===== src/hw/rtl/cdq_pkg.sv =====
`timescale 1ns / 1ps

package cdq_pkg;

   localparam int unsigned ValueWidth = 32;
   localparam int unsigned CountWidth = 5;

   typedef logic        [1:0]            req_code_type;
   typedef logic        [1:0]            status_code_type;
   typedef logic signed [ValueWidth-1:0] value_type;
   typedef logic        [CountWidth-1:0] count_type;

   localparam req_code_type REQ_PUSH_FRONT = 2'd0;
   localparam req_code_type REQ_PUSH_BACK  = 2'd1;
   localparam req_code_type REQ_POP_FRONT  = 2'd2;
   localparam req_code_type REQ_POP_BACK   = 2'd3;

   localparam status_code_type ST_DONE      = 2'd0;
   localparam status_code_type ST_OVERFLOW  = 2'd1;
   localparam status_code_type ST_UNDERFLOW = 2'd2;

   localparam count_type CAPACITY_RESET = 5'd16;

endpackage


===== src/hw/rtl/cdq_req_if.sv =====
`timescale 1ns / 1ps

interface cdq_req_if
   import cdq_pkg::*;
   ();
   logic         valid;
   logic         ready;
   req_code_type req_type;
   value_type    push_value;

   modport source (output valid, output req_type, output push_value, input ready);
   modport sink   (input valid, input req_type, input push_value, output ready);
endinterface


===== src/hw/rtl/cdq_rsp_if.sv =====
`timescale 1ns / 1ps

interface cdq_rsp_if
   import cdq_pkg::*;
   ();
   logic            valid;
   logic            ready;
   status_code_type status;
   value_type       removed_value;
   value_type       front_value;
   value_type       back_value;
   count_type       item_count;
   logic            is_empty;
   logic            is_full;

   modport source (output valid, output status, output removed_value, output front_value,
                   output back_value, output item_count, output is_empty, output is_full,
                   input ready);
   modport sink   (input valid, input status, input removed_value, input front_value,
                   input back_value, input item_count, input is_empty, input is_full,
                   output ready);
endinterface


===== src/hw/rtl/cdq_mem.sv =====
`timescale 1ns / 1ps

module cdq_mem
   import cdq_pkg::*;
#(
   parameter int unsigned DEPTH = 16
) (
   input  logic                     clock,
   input  logic                     wr_en,
   input  logic [$clog2(DEPTH)-1:0] wr_addr,
   input  value_type                wr_data,
   input  logic [$clog2(DEPTH)-1:0] rd_addr,
   output value_type                rd_data
);

   value_type mem [DEPTH];
   value_type rd_data_ff;

   // one write port, one registered read port
   always_ff @(posedge clock) begin
      if (wr_en) begin
         mem[wr_addr] <= wr_data;
      end
      rd_data_ff <= mem[rd_addr];
   end

   assign rd_data = rd_data_ff;

endmodule


===== src/hw/rtl/circular_deque_core.sv =====
`timescale 1ns / 1ps
// circular deque: push or pop at either end of a ring held in a slot memory
// result: loaded in state S_DONE, which follows S_READ after a request is accepted;
//   held back only while the previous result still waits in the output register
// requests: a new one is taken only in S_IDLE, so each passes S_READ and S_DONE;
//   the registered memory read fetches the new front or back value after a pop
// reset: queue empty (indices and count zero), capacity 16, slot contents undefined

module circular_deque_core
   import cdq_pkg::*;
#(
   parameter int unsigned DEPTH = 16
) (
   input  logic              clock,
   input  logic              reset,
   cdq_req_if.sink           req_ch,
   cdq_rsp_if.source         rsp_ch,
   input  logic              csr_wr_en,
   input  logic [4:0]        csr_wr_data
);

   localparam int unsigned AW = $clog2(DEPTH);
   // wide enough for both an index and a capacity plus one
   localparam int unsigned XW = ((AW > CountWidth) ? AW : CountWidth) + 1;

   // sequencer codes
   localparam logic [1:0] S_IDLE = 2'd0;   // waiting for a request
   localparam logic [1:0] S_READ = 2'd1;   // memory read in flight
   localparam logic [1:0] S_DONE = 2'd2;   // read data valid, load result

   logic [1:0]    state_ff, state_in;

   // queue pointers and occupancy
   logic [AW-1:0] head_ff, head_in;
   logic [AW-1:0] tail_ff, tail_in;
   count_type     count_ff, count_in;
   count_type     cap_ff, cap_in;

   // cached copies of the end values, so pushes need no read
   value_type     front_ff, front_in;
   value_type     back_ff, back_in;

   // per-request bookkeeping
   status_code_type status_ff, status_in;
   value_type       removed_ff, removed_in;
   logic            fill_front_ff, fill_front_in;
   logic            fill_back_ff, fill_back_in;
   logic [AW-1:0]   rd_addr_ff, rd_addr_in;

   // result register
   logic            rsp_valid_ff, rsp_valid_in;
   status_code_type rsp_status_ff, rsp_status_in;
   value_type       rsp_removed_ff, rsp_removed_in;
   value_type       rsp_front_ff, rsp_front_in;
   value_type       rsp_back_ff, rsp_back_in;
   count_type       rsp_count_ff, rsp_count_in;
   logic            rsp_empty_ff, rsp_empty_in;
   logic            rsp_full_ff, rsp_full_in;

   // memory write port
   logic          wr_en;
   logic [AW-1:0] wr_addr;
   value_type     rd_data;

   logic          accept;
   logic          rsp_free;
   count_type     cap_eff;
   logic [AW-1:0] cap_last;
   logic [AW-1:0] head_dec;
   logic [AW-1:0] head_inc;
   logic [AW-1:0] tail_dec;
   logic [AW-1:0] tail_inc;
   value_type     front_cur;
   value_type     back_cur;

   // zero acts as one, values above the slot count saturate
   always_comb begin
      if (cap_ff == '0) begin
         cap_eff = CountWidth'(1);
      end else if (XW'(cap_ff) > XW'(DEPTH)) begin
         cap_eff = CountWidth'(DEPTH);
      end else begin
         cap_eff = cap_ff;
      end
   end

   assign cap_last = AW'(XW'(cap_eff) - XW'(1));

   // index moves with wrap at the capacity
   assign head_dec = (head_ff == '0) ? cap_last : AW'(head_ff - AW'(1));
   assign tail_dec = (tail_ff == '0) ? cap_last : AW'(tail_ff - AW'(1));
   assign head_inc = ((XW'(head_ff) + XW'(1)) >= XW'(cap_eff)) ? '0 : AW'(head_ff + AW'(1));
   assign tail_inc = ((XW'(tail_ff) + XW'(1)) >= XW'(cap_eff)) ? '0 : AW'(tail_ff + AW'(1));

   assign req_ch.ready = (state_ff == S_IDLE);
   assign accept       = req_ch.valid && req_ch.ready;
   assign rsp_free     = !rsp_valid_ff || rsp_ch.ready;

   // end values after a pop, merged with the freshly read slot
   assign front_cur = fill_front_ff ? rd_data : front_ff;
   assign back_cur  = fill_back_ff  ? rd_data : back_ff;

   always_comb begin
      state_in       = state_ff;
      head_in        = head_ff;
      tail_in        = tail_ff;
      count_in       = count_ff;
      cap_in         = cap_ff;
      front_in       = front_ff;
      back_in        = back_ff;
      status_in      = status_ff;
      removed_in     = removed_ff;
      fill_front_in  = fill_front_ff;
      fill_back_in   = fill_back_ff;
      rd_addr_in     = rd_addr_ff;
      rsp_valid_in   = rsp_valid_ff;
      rsp_status_in  = rsp_status_ff;
      rsp_removed_in = rsp_removed_ff;
      rsp_front_in   = rsp_front_ff;
      rsp_back_in    = rsp_back_ff;
      rsp_count_in   = rsp_count_ff;
      rsp_empty_in   = rsp_empty_ff;
      rsp_full_in    = rsp_full_ff;
      wr_en          = 1'b0;
      wr_addr        = '0;

      if (rsp_valid_ff && rsp_ch.ready) begin
         rsp_valid_in = 1'b0;
      end

      unique case (state_ff)
         S_IDLE: begin
            if (accept) begin
               status_in     = ST_DONE;
               removed_in    = '0;
               fill_front_in = 1'b0;
               fill_back_in  = 1'b0;
               state_in      = S_READ;
               unique case (req_ch.req_type) inside
                  REQ_PUSH_FRONT, REQ_PUSH_BACK: begin
                     if (count_ff >= cap_eff) begin
                        status_in = ST_OVERFLOW;
                     end else if (count_ff == '0) begin
                        // first value always lands in slot zero
                        head_in  = '0;
                        tail_in  = '0;
                        count_in = CountWidth'(1);
                        wr_en    = 1'b1;
                        wr_addr  = '0;
                        front_in = req_ch.push_value;
                        back_in  = req_ch.push_value;
                     end else if (req_ch.req_type == REQ_PUSH_FRONT) begin
                        head_in  = head_dec;
                        count_in = count_ff + CountWidth'(1);
                        wr_en    = 1'b1;
                        wr_addr  = head_dec;
                        front_in = req_ch.push_value;
                     end else begin
                        tail_in  = tail_inc;
                        count_in = count_ff + CountWidth'(1);
                        wr_en    = 1'b1;
                        wr_addr  = tail_inc;
                        back_in  = req_ch.push_value;
                     end
                  end
                  default: begin
                     if (count_ff == '0) begin
                        status_in = ST_UNDERFLOW;
                     end else if (count_ff == CountWidth'(1)) begin
                        // last value out: back to the reset layout
                        removed_in = front_ff;
                        head_in    = '0;
                        tail_in    = '0;
                        count_in   = '0;
                     end else if (req_ch.req_type == REQ_POP_FRONT) begin
                        removed_in    = front_ff;
                        head_in       = head_inc;
                        count_in      = count_ff - CountWidth'(1);
                        rd_addr_in    = head_inc;
                        fill_front_in = 1'b1;
                        fill_back_in  = (count_ff == CountWidth'(2));
                     end else begin
                        removed_in    = back_ff;
                        tail_in       = tail_dec;
                        count_in      = count_ff - CountWidth'(1);
                        rd_addr_in    = tail_dec;
                        fill_back_in  = 1'b1;
                        fill_front_in = (count_ff == CountWidth'(2));
                     end
                  end
               endcase
            end
         end
         S_READ: begin
            state_in = S_DONE;
         end
         S_DONE: begin
            if (rsp_free) begin
               front_in       = front_cur;
               back_in        = back_cur;
               fill_front_in  = 1'b0;
               fill_back_in   = 1'b0;
               rsp_valid_in   = 1'b1;
               rsp_status_in  = status_ff;
               rsp_removed_in = removed_ff;
               rsp_front_in   = (count_ff != '0) ? front_cur : '0;
               rsp_back_in    = (count_ff != '0) ? back_cur : '0;
               rsp_count_in   = count_ff;
               rsp_empty_in   = (count_ff == '0);
               rsp_full_in    = (count_ff == cap_eff);
               state_in       = S_IDLE;
            end
         end
         default: begin
            state_in = S_IDLE;
         end
      endcase

      // a capacity write empties the queue, slot contents are left alone
      if (csr_wr_en) begin
         cap_in   = csr_wr_data;
         head_in  = '0;
         tail_in  = '0;
         count_in = '0;
      end
   end

   always_ff @(posedge clock) begin
      if (reset) begin
         state_ff      <= S_IDLE;
         head_ff       <= '0;
         tail_ff       <= '0;
         count_ff      <= '0;
         cap_ff        <= CAPACITY_RESET;
         fill_front_ff <= 1'b0;
         fill_back_ff  <= 1'b0;
         rsp_valid_ff  <= 1'b0;
      end else begin
         state_ff      <= state_in;
         head_ff       <= head_in;
         tail_ff       <= tail_in;
         count_ff      <= count_in;
         cap_ff        <= cap_in;
         fill_front_ff <= fill_front_in;
         fill_back_ff  <= fill_back_in;
         rsp_valid_ff  <= rsp_valid_in;
      end
   end

   // payload registers, no reset
   always_ff @(posedge clock) begin
      front_ff       <= front_in;
      back_ff        <= back_in;
      status_ff      <= status_in;
      removed_ff     <= removed_in;
      rd_addr_ff     <= rd_addr_in;
      rsp_status_ff  <= rsp_status_in;
      rsp_removed_ff <= rsp_removed_in;
      rsp_front_ff   <= rsp_front_in;
      rsp_back_ff    <= rsp_back_in;
      rsp_count_ff   <= rsp_count_in;
      rsp_empty_ff   <= rsp_empty_in;
      rsp_full_ff    <= rsp_full_in;
   end

   // slot store: push writes at accept, pop reads the new end in the cycle after accept
   cdq_mem #(
      .DEPTH (DEPTH)
   ) u_mem (
      .clock   (clock),
      .wr_en   (wr_en),
      .wr_addr (wr_addr),
      .wr_data (req_ch.push_value),
      .rd_addr (rd_addr_ff),
      .rd_data (rd_data)
   );

   assign rsp_ch.valid         = rsp_valid_ff;
   assign rsp_ch.status        = rsp_status_ff;
   assign rsp_ch.removed_value = rsp_removed_ff;
   assign rsp_ch.front_value   = rsp_front_ff;
   assign rsp_ch.back_value    = rsp_back_ff;
   assign rsp_ch.item_count    = rsp_count_ff;
   assign rsp_ch.is_empty      = rsp_empty_ff;
   assign rsp_ch.is_full       = rsp_full_ff;

endmodule


===== src/flat_wrapper.sv =====
// flat-port wrapper written by rule: the top's interface ports become plain ports
module circular_deque_core_flat import cdq_pkg::*;
#(
   parameter int unsigned DEPTH = 16
)
  (clock, reset, csr_wr_en, csr_wr_data, req_ch_valid, req_ch_req_type, req_ch_push_value, req_ch_ready, rsp_ch_valid, rsp_ch_status, rsp_ch_removed_value, rsp_ch_front_value, rsp_ch_back_value, rsp_ch_item_count, rsp_ch_is_empty, rsp_ch_is_full, rsp_ch_ready);
  cdq_req_if req_ch_i ();
  cdq_rsp_if rsp_ch_i ();
  input  logic clock;
  input  logic reset;
  input  logic csr_wr_en;
  input  logic [4:0] csr_wr_data;
  input wire logic [$bits(req_ch_i.valid)-1:0] req_ch_valid;
  input wire logic [$bits(req_ch_i.req_type)-1:0] req_ch_req_type;
  input wire logic [$bits(req_ch_i.push_value)-1:0] req_ch_push_value;
  output wire logic [$bits(req_ch_i.ready)-1:0] req_ch_ready;
  output wire logic [$bits(rsp_ch_i.valid)-1:0] rsp_ch_valid;
  output wire logic [$bits(rsp_ch_i.status)-1:0] rsp_ch_status;
  output wire logic [$bits(rsp_ch_i.removed_value)-1:0] rsp_ch_removed_value;
  output wire logic [$bits(rsp_ch_i.front_value)-1:0] rsp_ch_front_value;
  output wire logic [$bits(rsp_ch_i.back_value)-1:0] rsp_ch_back_value;
  output wire logic [$bits(rsp_ch_i.item_count)-1:0] rsp_ch_item_count;
  output wire logic [$bits(rsp_ch_i.is_empty)-1:0] rsp_ch_is_empty;
  output wire logic [$bits(rsp_ch_i.is_full)-1:0] rsp_ch_is_full;
  input wire logic [$bits(rsp_ch_i.ready)-1:0] rsp_ch_ready;
  assign req_ch_i.valid = req_ch_valid;
  assign req_ch_i.req_type = req_ch_req_type;
  assign req_ch_i.push_value = req_ch_push_value;
  assign req_ch_ready = req_ch_i.ready;
  assign rsp_ch_valid = rsp_ch_i.valid;
  assign rsp_ch_status = rsp_ch_i.status;
  assign rsp_ch_removed_value = rsp_ch_i.removed_value;
  assign rsp_ch_front_value = rsp_ch_i.front_value;
  assign rsp_ch_back_value = rsp_ch_i.back_value;
  assign rsp_ch_item_count = rsp_ch_i.item_count;
  assign rsp_ch_is_empty = rsp_ch_i.is_empty;
  assign rsp_ch_is_full = rsp_ch_i.is_full;
  assign rsp_ch_i.ready = rsp_ch_ready;
  circular_deque_core #(.DEPTH(DEPTH)) u_core (.clock(clock), .reset(reset), .req_ch(req_ch_i), .rsp_ch(rsp_ch_i), .csr_wr_en(csr_wr_en), .csr_wr_data(csr_wr_data));
endmodule

===== config.mk =====
export PLATFORM = sky130hd
export DESIGN_NAME = circular_deque_core_flat
export DESIGN_NICKNAME = d
export VERILOG_FILES = /design/src/hw/rtl/cdq_pkg.sv /design/src/hw/rtl/cdq_req_if.sv /design/src/hw/rtl/cdq_rsp_if.sv /design/src/hw/rtl/cdq_mem.sv /design/src/hw/rtl/circular_deque_core.sv /design/src/flat_wrapper.sv
export SDC_FILE = /design/constraint.sdc
export NUM_CORES = 1
export LEC_CHECK = 0
export BUFFER_PORTS_ARGS = -buffer_cell sky130_fd_sc_hd__buf_2
export CORE_ASPECT_RATIO = 1.75
export CORE_UTILIZATION = 30
export DETAILED_ROUTE_END_ITERATION = 10
export HOLD_SLACK_MARGIN = 0.05
export PLACE_DENSITY_LB_ADDON = 0.12
export SYNTH_ARGS = -nofsm -noshare
export SYNTH_HDL_FRONTEND = slang
export SYNTH_SLANG_ARGS = --single-unit

===== constraint.sdc =====
create_clock -name clock -period 10.5 [get_ports clock]
set_clock_uncertainty 0.15 [all_clocks]
set_input_delay 2.1 -clock clock [delete_from_list [all_inputs] [get_ports clock]]
set_output_delay 2.1 -clock clock [all_outputs]
set_load 0.01 [all_outputs]

==> results.yml, run 1 <==
yosys:
  avgSynthCellArea_um2: 18.68
  synthTopCellsByCount: "719 x edfxtp_1, 160 x mux4_2, 144 x nor2_1, 123 x a21oi_1, 91 x nand2_1"
  synth.most_common_cell: "edfxtp_1"
  ys_seq_elements: 774
  synth.distinct_cells: 73
  ys_async_sr_fraction_pct: 0
  synth_top_area_cell: "edfxtp_1"
  synth_enable_flop_cells: 719
  ys_seq_area_share_pct: 74.86
  synth.area.top_cells: "edfxtp_1 71%, mux4_2 12%, dfxtp_1 3.6%"
  synth_area_um2: 30310
  postSynthCellCount: 1623
  synth_flop_cell: "edfxtp_1"
  yosys_warnings: 0
  synth_top_area_share_pct: 71.23
  synth_nets: 1691
detailed_routing:
  drt_iter0_markers: 1015
  drc: 0
  dr_wl_met3_mm: 2.512
  top_layer_used: "met5"
  viasPerCell: 4.790
  wl_per_cell_um: 22.80
  first_pass_iters: 5
  via_count: 15180
  antenna_left: 0
  wl_met2_mm: 35.71
  wirelength_mm: 72.25
  met1_length_mm: 32.51
sta:
  fin_crit_sh_pct: 43.73
  worst_pin_slew_ps: 1127
  slew_headroom_pct: 24.68
  hold_ws_ps: 267.1
  final.setup.worst_slack_ps: 5909
  slew_viol_final: 0
  fin_tns_setup_ps: 0
  hold_viol_final: 0
  fin_crit_ps: 4591
  final-setup-viol-count: 0
  fmax_ghz: 0.2178
  grt_setup_unrepaired: "no"
floorplanning:
  num_rows: 153
  die_h_um: 422.5
  io-pin-count: 151
  design.die.area_um2: 102400
  start_util_pct: 30.39
  core_um2: 99740
  fp.dieW_um: 242.3
power_and_ir_drop:
  p_sw_share_pct: 22.26
  power.switching_mw: 1.425
  clkPwrFrac_pct: 40.6
  peakVddDrop_v: 0.0001035
  seqPwrFrac_pct: 54.2
  internal-power_mw: 4.977
  leakagePower_nw: 11.37
  p_comb_share_pct: 5.2
  power_density_nw_per_um2: 183.0
placement:
  dp_hpwl_mm: 46.17
  pre_cts_ws_ps: 5142
  port_buffers: 150
  gp_congestion: 0.7991
clock_network:
  cts.sinks: 774
  postCtsSetupBuffers: 0
  clock_latency_ps: 670
  cts_tree: "built"
  cts_hold_buf: 0
  htreeDepth: 3
  clockBufferDepth: 3
  cts_resized: 0
  path_clk_slew_ps: 60
  clockRootBuffer: "clkbuf_16"
  cts_buffers: 73
layout:
  num_antenna_cells: 0
  num-nets-final: 1861
  drive_gt1_share_pct: 26.78
  area.growth.synth_to_final_pct: 15.43
critical_path:
  startpoint_type: "primary input"
  crit_fanout: 42
  critical_path.max_stage_delay_ps: 900
  slowest_stage: "nor2_4"
  crit_type: "primary input to register"
  end_kind: "register"
  required_ps: 10610
  arrival_ps: 4700
  path_cells: "buf_2, nand2_2, clkinv_2, o2111a_2, o211ai_1, a21o_1, nor2_4"
job:
  maxCapViolations: 0
global_route:
  grt_antenna_before_repair: 6
  grt_pass1_vias: 16200
  grt_use_total_pct: 14.26
  gr-total-overflow: 0
  grt_first_pass_wirelength_mm: 108.8
  grt_max_degree: 129
outcome:
  outcome: "completed"
min_path:
  hold_path.class: "register to register"
critical path: cells and delay by family:
kind,cells,cell delay (ps)
AOI/OAI and AO/OA,3,900
buffers and inverters,2,680
and+or+nand+nor,2,990
state kept, by name, summed over array words and instances, names as in the netlist, 5 cells and up:
name / cells
u_core.count_ff: 5
u_core.rsp_ch.front_value: 32
u_core.cap_ff: 5
u_core.u_mem.mem: 512
u_core.u_mem.rd_data: 32
u_core.back_ff: 32
u_core.front_ff: 32
u_core.rsp_ch.back_value: 32
u_core.rsp_ch.item_count: 5
u_core.rsp_ch.removed_value: 32
u_core.removed_ff: 32
area by class of cell:
cell class	count	area, um2
Clock buffer	92	1951
Clock inverter	42	351.6
Fill cell	9396	64750
Inverter	19	77.57
Multi-Input combinational cell	747	7278
Sequential cell	774	22690
Tap cell	1317	1648
Timing Repair Buffer	178	985.9
placed cells by master (no fill, tap or decap), types with 5 or more instances in the layout:
cell type  instances
mux4_2           160
clkinv_2          20
mux2i_1           70
nor2_1           128
nand2_1           90
a211oi_1           5
nand2b_1           7
nor3_1             8
clkbuf_16         75
nor2b_1            6
nor2_4            17
o22ai_1            5
nand3_1            6
buf_2            150
a21oi_1          121
edfxtp_1         719
buf_4             26
inv_1             17
a31oi_1            5
clkinv_1          10
dfxtp_1           53
inv_6              5
o21ai_0           15
clkbuf_1          16
ha_1              24
cell families (layout without fill, tap and decap cells):
family          count (synthesis)  count (layout)  share of synthesized area [%]
mux                           230             230                          14.20
compound gates                199             199                          3.951
flops                         774             774                          74.86
simple gates                  288             288                          4.157
fa+ha+maj                      24              24                         0.9907
buf+inv                       102             331                          1.664
xor+xnor                        6               6                         0.1734
path summary, 6_finish.rpt:
kind	startpoint	slack, ps	end	cells after the start
worst max-delay path	req_ch_valid	5910	u_core.u_mem.mem[6][13]	7
worst min-delay path	u_core.removed_ff[31]	270	u_core.rsp_ch.removed_value[31]	0
worst max register to register	u_core.tail_ff[0]	5950	u_core.u_mem.mem[1][5]	10
worst min register to register	u_core.removed_ff[31]	270	u_core.rsp_ch.removed_value[31]	0
through the flow:
stage	cells	utilization (%)	power, mW	area [um2]
6_report	3169	35.08	6.402	34990
5_1_grt	3169	35.08	6.627	34990
4_1_cts	3169	35.08	6.502	34990
3_5_place_dp	3035	32.77	3.879	32680
3_3_place_gp	3035	32.77	3.872	32680
2_1_floorplan	1623	-	3.734	30310
per-layer routing:
layer	vias up	track usage, %
li1	6792	-
met1	7953	18.67
met2	331	24.03
met3	94	2.331
met4	10	4.578
met5	-	0
power groups by stage:
stage	Combinational [mW]	Sequential (mW)	Clock [mW]
2_1_floorplan	0.199	3.54	0
3_3_place_gp	0.334	3.54	0
3_5_place_dp	0.340	3.54	0
4_1_cts	0.341	3.47	2.69
5_1_grt	0.367	3.48	2.78
6_report	0.333	3.47	2.60
Power figures use the tool's default switching activity.
==> inputs of run 2 (changes only) <==
clock period = 4.8 ns   (was 10.5 ns; I/O delays follow)
==> results.yml, run 2 (same netlist as run 1, synthesis figures left out) <==
global_route:
  grt_use_total_pct: 14.70
  gr-total-overflow: 0
  grt_pass1_vias: 16070
  grt_max_degree: 71
  grt_antenna_before_repair: 4
  grt_first_pass_wirelength_mm: 111.0
sta:
  grt_setup_unrepaired: "no"
  worst_pin_slew_ps: 983.1
  fin_crit_ps: 3993
  fin_crit_sh_pct: 83.18
  slew_viol_final: 0
  hold_viol_final: 0
  slew_headroom_pct: 34.46
  fmax_ghz: 0.2505
  final-setup-viol-count: 0
  final.setup.worst_slack_ps: 807.4
power_and_ir_drop:
  leakagePower_nw: 11.48
  power.switching_mw: 3.095
  finalPower_mw: 14.20
  clkPwrFrac_pct: 41.2
  internal-power_mw: 11.11
  seqPwrFrac_pct: 53.5
  peakVddDrop_v: 0.0001967
  p_sw_share_pct: 21.79
  p_comb_share_pct: 5.3
  power_density_nw_per_um2: 402.5
detailed_routing:
  wl_met2_mm: 37.74
  via_count: 15140
  viasPerCell: 4.763
  top_layer_used: "met4"
  wirelength_mm: 74.48
  wl_per_cell_um: 23.43
  dr_wl_met3_mm: 2.858
  met1_length_mm: 32.33
  first_pass_iters: 5
  antenna_left: 0
  drc: 0
  drt_iter0_markers: 1121
critical_path:
  path_cells: "ha_1, xnor2_1, inv_1, ha_1, a21oi_1, o21ai_0, a311o_1, o32ai_1, nand2_1, nor2_4, buf_4"
  critical_path.max_stage_delay_ps: 550
  startpoint_type: "register"
  slowest_stage: "dfxtp_1"
  required_ps: 4930
  crit_fanout: 32
  end_kind: "register"
  critPathLaunch: "u_core.tail_ff[0]"
  setup.worst_path.end: "u_core.u_mem.mem[1][8]"
  rr_endpoint: "u_core.u_mem.mem[1][8]"
  ff2ff_path_depth: 11
  r2r-start: "u_core.tail_ff[0]"
  cp.depth: 11
  arrival_ps: 4120
  crit_type: "register to register"
  cp_num_buf_inv: 2
  regToRegSetupSlack_ps: 810
  critPathMostFrequentCell: "ha_1"
  path_delay_family: "compound AO/OA/AOI/OAI gates"
clock_network:
  clockRootBuffer: "clkbuf_16"
  postCtsSetupBuffers: 0
  path_clk_slew_ps: 70
  cts.sinks: 774
  cts_hold_buf: 0
  cts_buffers: 72
  cts_tree: "built"
  cts_resized: 0
  htreeDepth: 3
  clock_latency_ps: 640
  clockBufferDepth: 3
job:
  maxCapViolations: 0
floorplanning:
  design.die.area_um2: 102400
  fp.dieW_um: 242.3
  die_h_um: 422.5
  start_util_pct: 30.39
  io-pin-count: 151
  core_um2: 99740
  num_rows: 153
layout:
  fin_util_pct: 35.38
  fillers: 9330
  largest_reg_flops: 512
  final_cells: 3179
  fin_area_um2: 35290
  final_common_cell: "edfxtp_1"
  num-nets-final: 1873
  drive_gt1_share_pct: 27.14
  final_cell_mix: "719 x edfxtp_1, 160 x mux4_2, 150 x buf_2, 128 x nor2_1, 121 x a21oi_1"
  area.growth.synth_to_final_pct: 16.43
  top_register: "u_core.u_mem.mem"
outcome:
  outcome: "completed"
placement:
  pre_cts_ws_ps: 825.4
  gp_congestion: 0.8103
  post_dp_cell_area_um2: 32910
  dp_cells: 3048
  port_buffers: 150
  dp_hpwl_mm: 49.54
min_path:
  hold_path.class: "register to register"
[run 2: final cells by class]
cell class / instances / area [um2] / share of cell area (%)
flip-flops and latches: 774 / 22690 / 64.31
multi-input cells: 747 / 7278 / 20.62
clock buffers: 88 / 1957 / 5.545
well taps: 1317 / 1648 / 4.669
repair buffers: 191 / 1209 / 3.425
clock inverters: 42 / 424.2 / 1.202
inverters: 19 / 77.57 / 0.2198
diodes: 1 / 2.502 / 0.007091
[run 2: worst min path at each step]
stage	start	endpoint	slack, ps	depth (start not counted)
finish	u_core.removed_ff[3]	u_core.rsp_ch.removed_value[3]	270	0
global route	u_core.status_ff[0]	u_core.rsp_ch.status[0]	270	0
CTS	u_core.removed_ff[3]	u_core.rsp_ch.removed_value[3]	270	0
detailed placement	u_core.removed_ff[3]	u_core.rsp_ch.removed_value[3]	250	0
global placement	u_core.removed_ff[17]	u_core.rsp_ch.removed_value[17]	260	0
floorplan	u_core.removed_ff[0]	u_core.rsp_ch.removed_value[0]	250	0
[run 2: power by group through the flow]
stage                     clock (mW)  combinational [mW]  sequential, mW
after floorplan                    0               0.435            7.73
after global placement             0               0.762            7.74
after detailed placement           0               0.769            7.74
after CTS                       6.06               0.771            7.59
after global routing            6.29               0.828            7.60
final                           5.86               0.752            7.59
[run 2: per-layer routing]
metal	GRT usage [%]	vias to the layer above
li1	-	6819
met1	19.06	7886
met2	25.04	352
met3	2.242	83
met4	4.852	0
met5	0	-
[run 2: metrics by stage]
stage,hold WS [ps],TNS (ps)
after floorplan,250.3,-12980
final,267.4,0
after detailed placement,254.5,0
after global placement,255.4,0
after global routing,274.6,0
after CTS,269.8,0
==> inputs of run 3 (changes only) <==
clock period = 4 ns   (was 4.8 ns; I/O delays follow)
==> results.yml, run 3 (same netlist as run 1, synthesis figures left out) <==
outcome:
  outcome: "completed"
detailed_routing:
  drt_iter0_markers: 966
  via_count: 15380
  antenna_left: 0
  wirelength_mm: 73.73
  wl_per_cell_um: 23.18
  first_pass_iters: 6
  drc: 0
  viasPerCell: 4.836
power_and_ir_drop:
  seqPwrFrac_pct: 54.4
  finalPower_mw: 16.75
  p_sw_share_pct: 21.77
  leakagePower_nw: 11.46
  power.switching_mw: 3.648
  power_density_nw_per_um2: 474.5
  internal-power_mw: 13.11
  clkPwrFrac_pct: 40.2
  peakVddDrop_v: 0.0002653
  p_comb_share_pct: 5.4
clock_network:
  postCtsSetupBuffers: 0
  cts_tree: "built"
  cts_buffers: 72
  path_clk_slew_ps: 70
  clockRootBuffer: "clkbuf_16"
  cts_hold_buf: 0
  htreeDepth: 3
  clockBufferDepth: 3
  cts_resized: 0
  clock_latency_ps: 640
  cts.sinks: 774
global_route:
  grt_max_degree: 129
  gr-total-overflow: 0
  grt_use_total_pct: 14.56
  grt_pass1_vias: 16270
  grt_first_pass_wirelength_mm: 110.5
  grt_antenna_before_repair: 5
critical_path:
  crit_type: "register to register"
  required_ps: 4170
  crit_fanout: 32
  arrival_ps: 3930
  startpoint_type: "register"
  end_kind: "register"
  r2r-start: "u_core.tail_ff[1]"
  critPathLaunch: "u_core.tail_ff[1]"
sta:
  final-setup-viol-count: 0
  hold_ws_ps: 267.0
  grt_setup_unrepaired: "no"
  slew_headroom_pct: 33.60
  final.setup.worst_slack_ps: 239.4
  fin_tns_setup_ps: 0
  worst_pin_slew_ps: 989.4
  fmax_ghz: 0.2659
  slew_viol_final: 0
  hold_viol_final: 0
  fin_crit_sh_pct: 94.01
  fin_crit_ps: 3761
min_path:
  hold_path.class: "register to register"
  holdCritStartpoint: "u_core.removed_ff[10]"
layout:
  area.growth.synth_to_final_pct: 16.51
  largest_reg_flops: 512
  fillers: 9301
  final_cell_mix: "719 x edfxtp_1, 160 x mux4_2, 150 x buf_2, 128 x nor2_1, 121 x a21oi_1"
  fin_util_pct: 35.41
  drive_gt1_share_pct: 26.84
  top_register: "u_core.u_mem.mem"
  num-nets-final: 1876
  final_common_cell: "edfxtp_1"
  multi_input_area_um2: 7276
  seq_area_um2: 22690
floorplanning:
  core_um2: 99740
  start_util_pct: 30.39
  io-pin-count: 151
  fp.dieW_um: 242.3
  die_h_um: 422.5
  design.die.area_um2: 102400
  num_rows: 153
job:
  maxCapViolations: 0
placement:
  gp_congestion: 0.8250
  pre_cts_ws_ps: 293.3
  port_buffers: 150
  dp_hpwl_mm: 48.39
-- run 3: cell types whose count changed in the layout (fill, tap and decap cells not counted), sizes merged --
cell / previous run / this run
clkbuf: 88 / 98
buf: 191 / 194
bufinv: 8 / 5
clkinv: 30 / 24
inv: 19 / 17
-- run 3: final timing paths --
path                                endpoint  depth (start not counted)  slack, ps
max                  u_core.u_mem.mem[13][9]                         11        240
min          u_core.rsp_ch.removed_value[10]                          0        270
max reg2reg          u_core.u_mem.mem[13][9]                         11        240
min reg2reg  u_core.rsp_ch.removed_value[10]                          0        270
-- run 3: per-layer routing --
| metal | global-route usage (%) | wire length, um | vias to the layer above |
|---|---|---|---|
| li1 | - | - | 6827 |
| met1 | 18.89 | 31980 | 8085 |
| met2 | 24.81 | 37210 | 377 |
| met3 | 2.630 | 3207 | 87 |
| met4 | 4.072 | 1290 | 8 |
| met5 | 0 | 44 | - |
-- run 3: power by group through the flow --
stage                     registers (mW)  logic [mW]  clock network [mW]
final                               9.11       0.905                6.74
after global routing                9.12       0.997                7.27
after CTS                           9.11       0.932                6.99
after detailed placement            9.29       0.930                   0
after global placement              9.28       0.920                   0
after floorplan                     9.27       0.527                   0
-- run 3: cell type report --
| type | instances | share of cell area (%) |
|---|---|---|
| clock inverter | 31 | 0.8751 |
| clock buffer | 98 | 5.559 |
| timing repair buffer | 194 | 3.805 |
| tap | 1317 | 4.666 |
| inverter | 19 | 0.2197 |
| antenna | 1 | 0.007086 |
| multi-input combinational | 747 | 20.60 |
| sequential | 774 | 64.26 |
-- run 3: critical path, stage by stage (launching register included) --
cell and delay [ps]:
dfxtp_1 350, ha_1 250, xnor2_1 340, inv_1 110, ha_1 330, a21oi_1 140, o21ai_0 140, a311o_1 480
o32ai_1 310, nand2_1 350, nor2_4 210, buf_12 250
-- run 3: per-stage QoR --
step	cell area, um2	std cells
3_5_place_dp	33040	3051
3_3_place_gp	33040	3051
4_1_cts	35310	3180
6_report	35310	3181
2_1_floorplan	30360	1623
5_1_grt	35310	3181
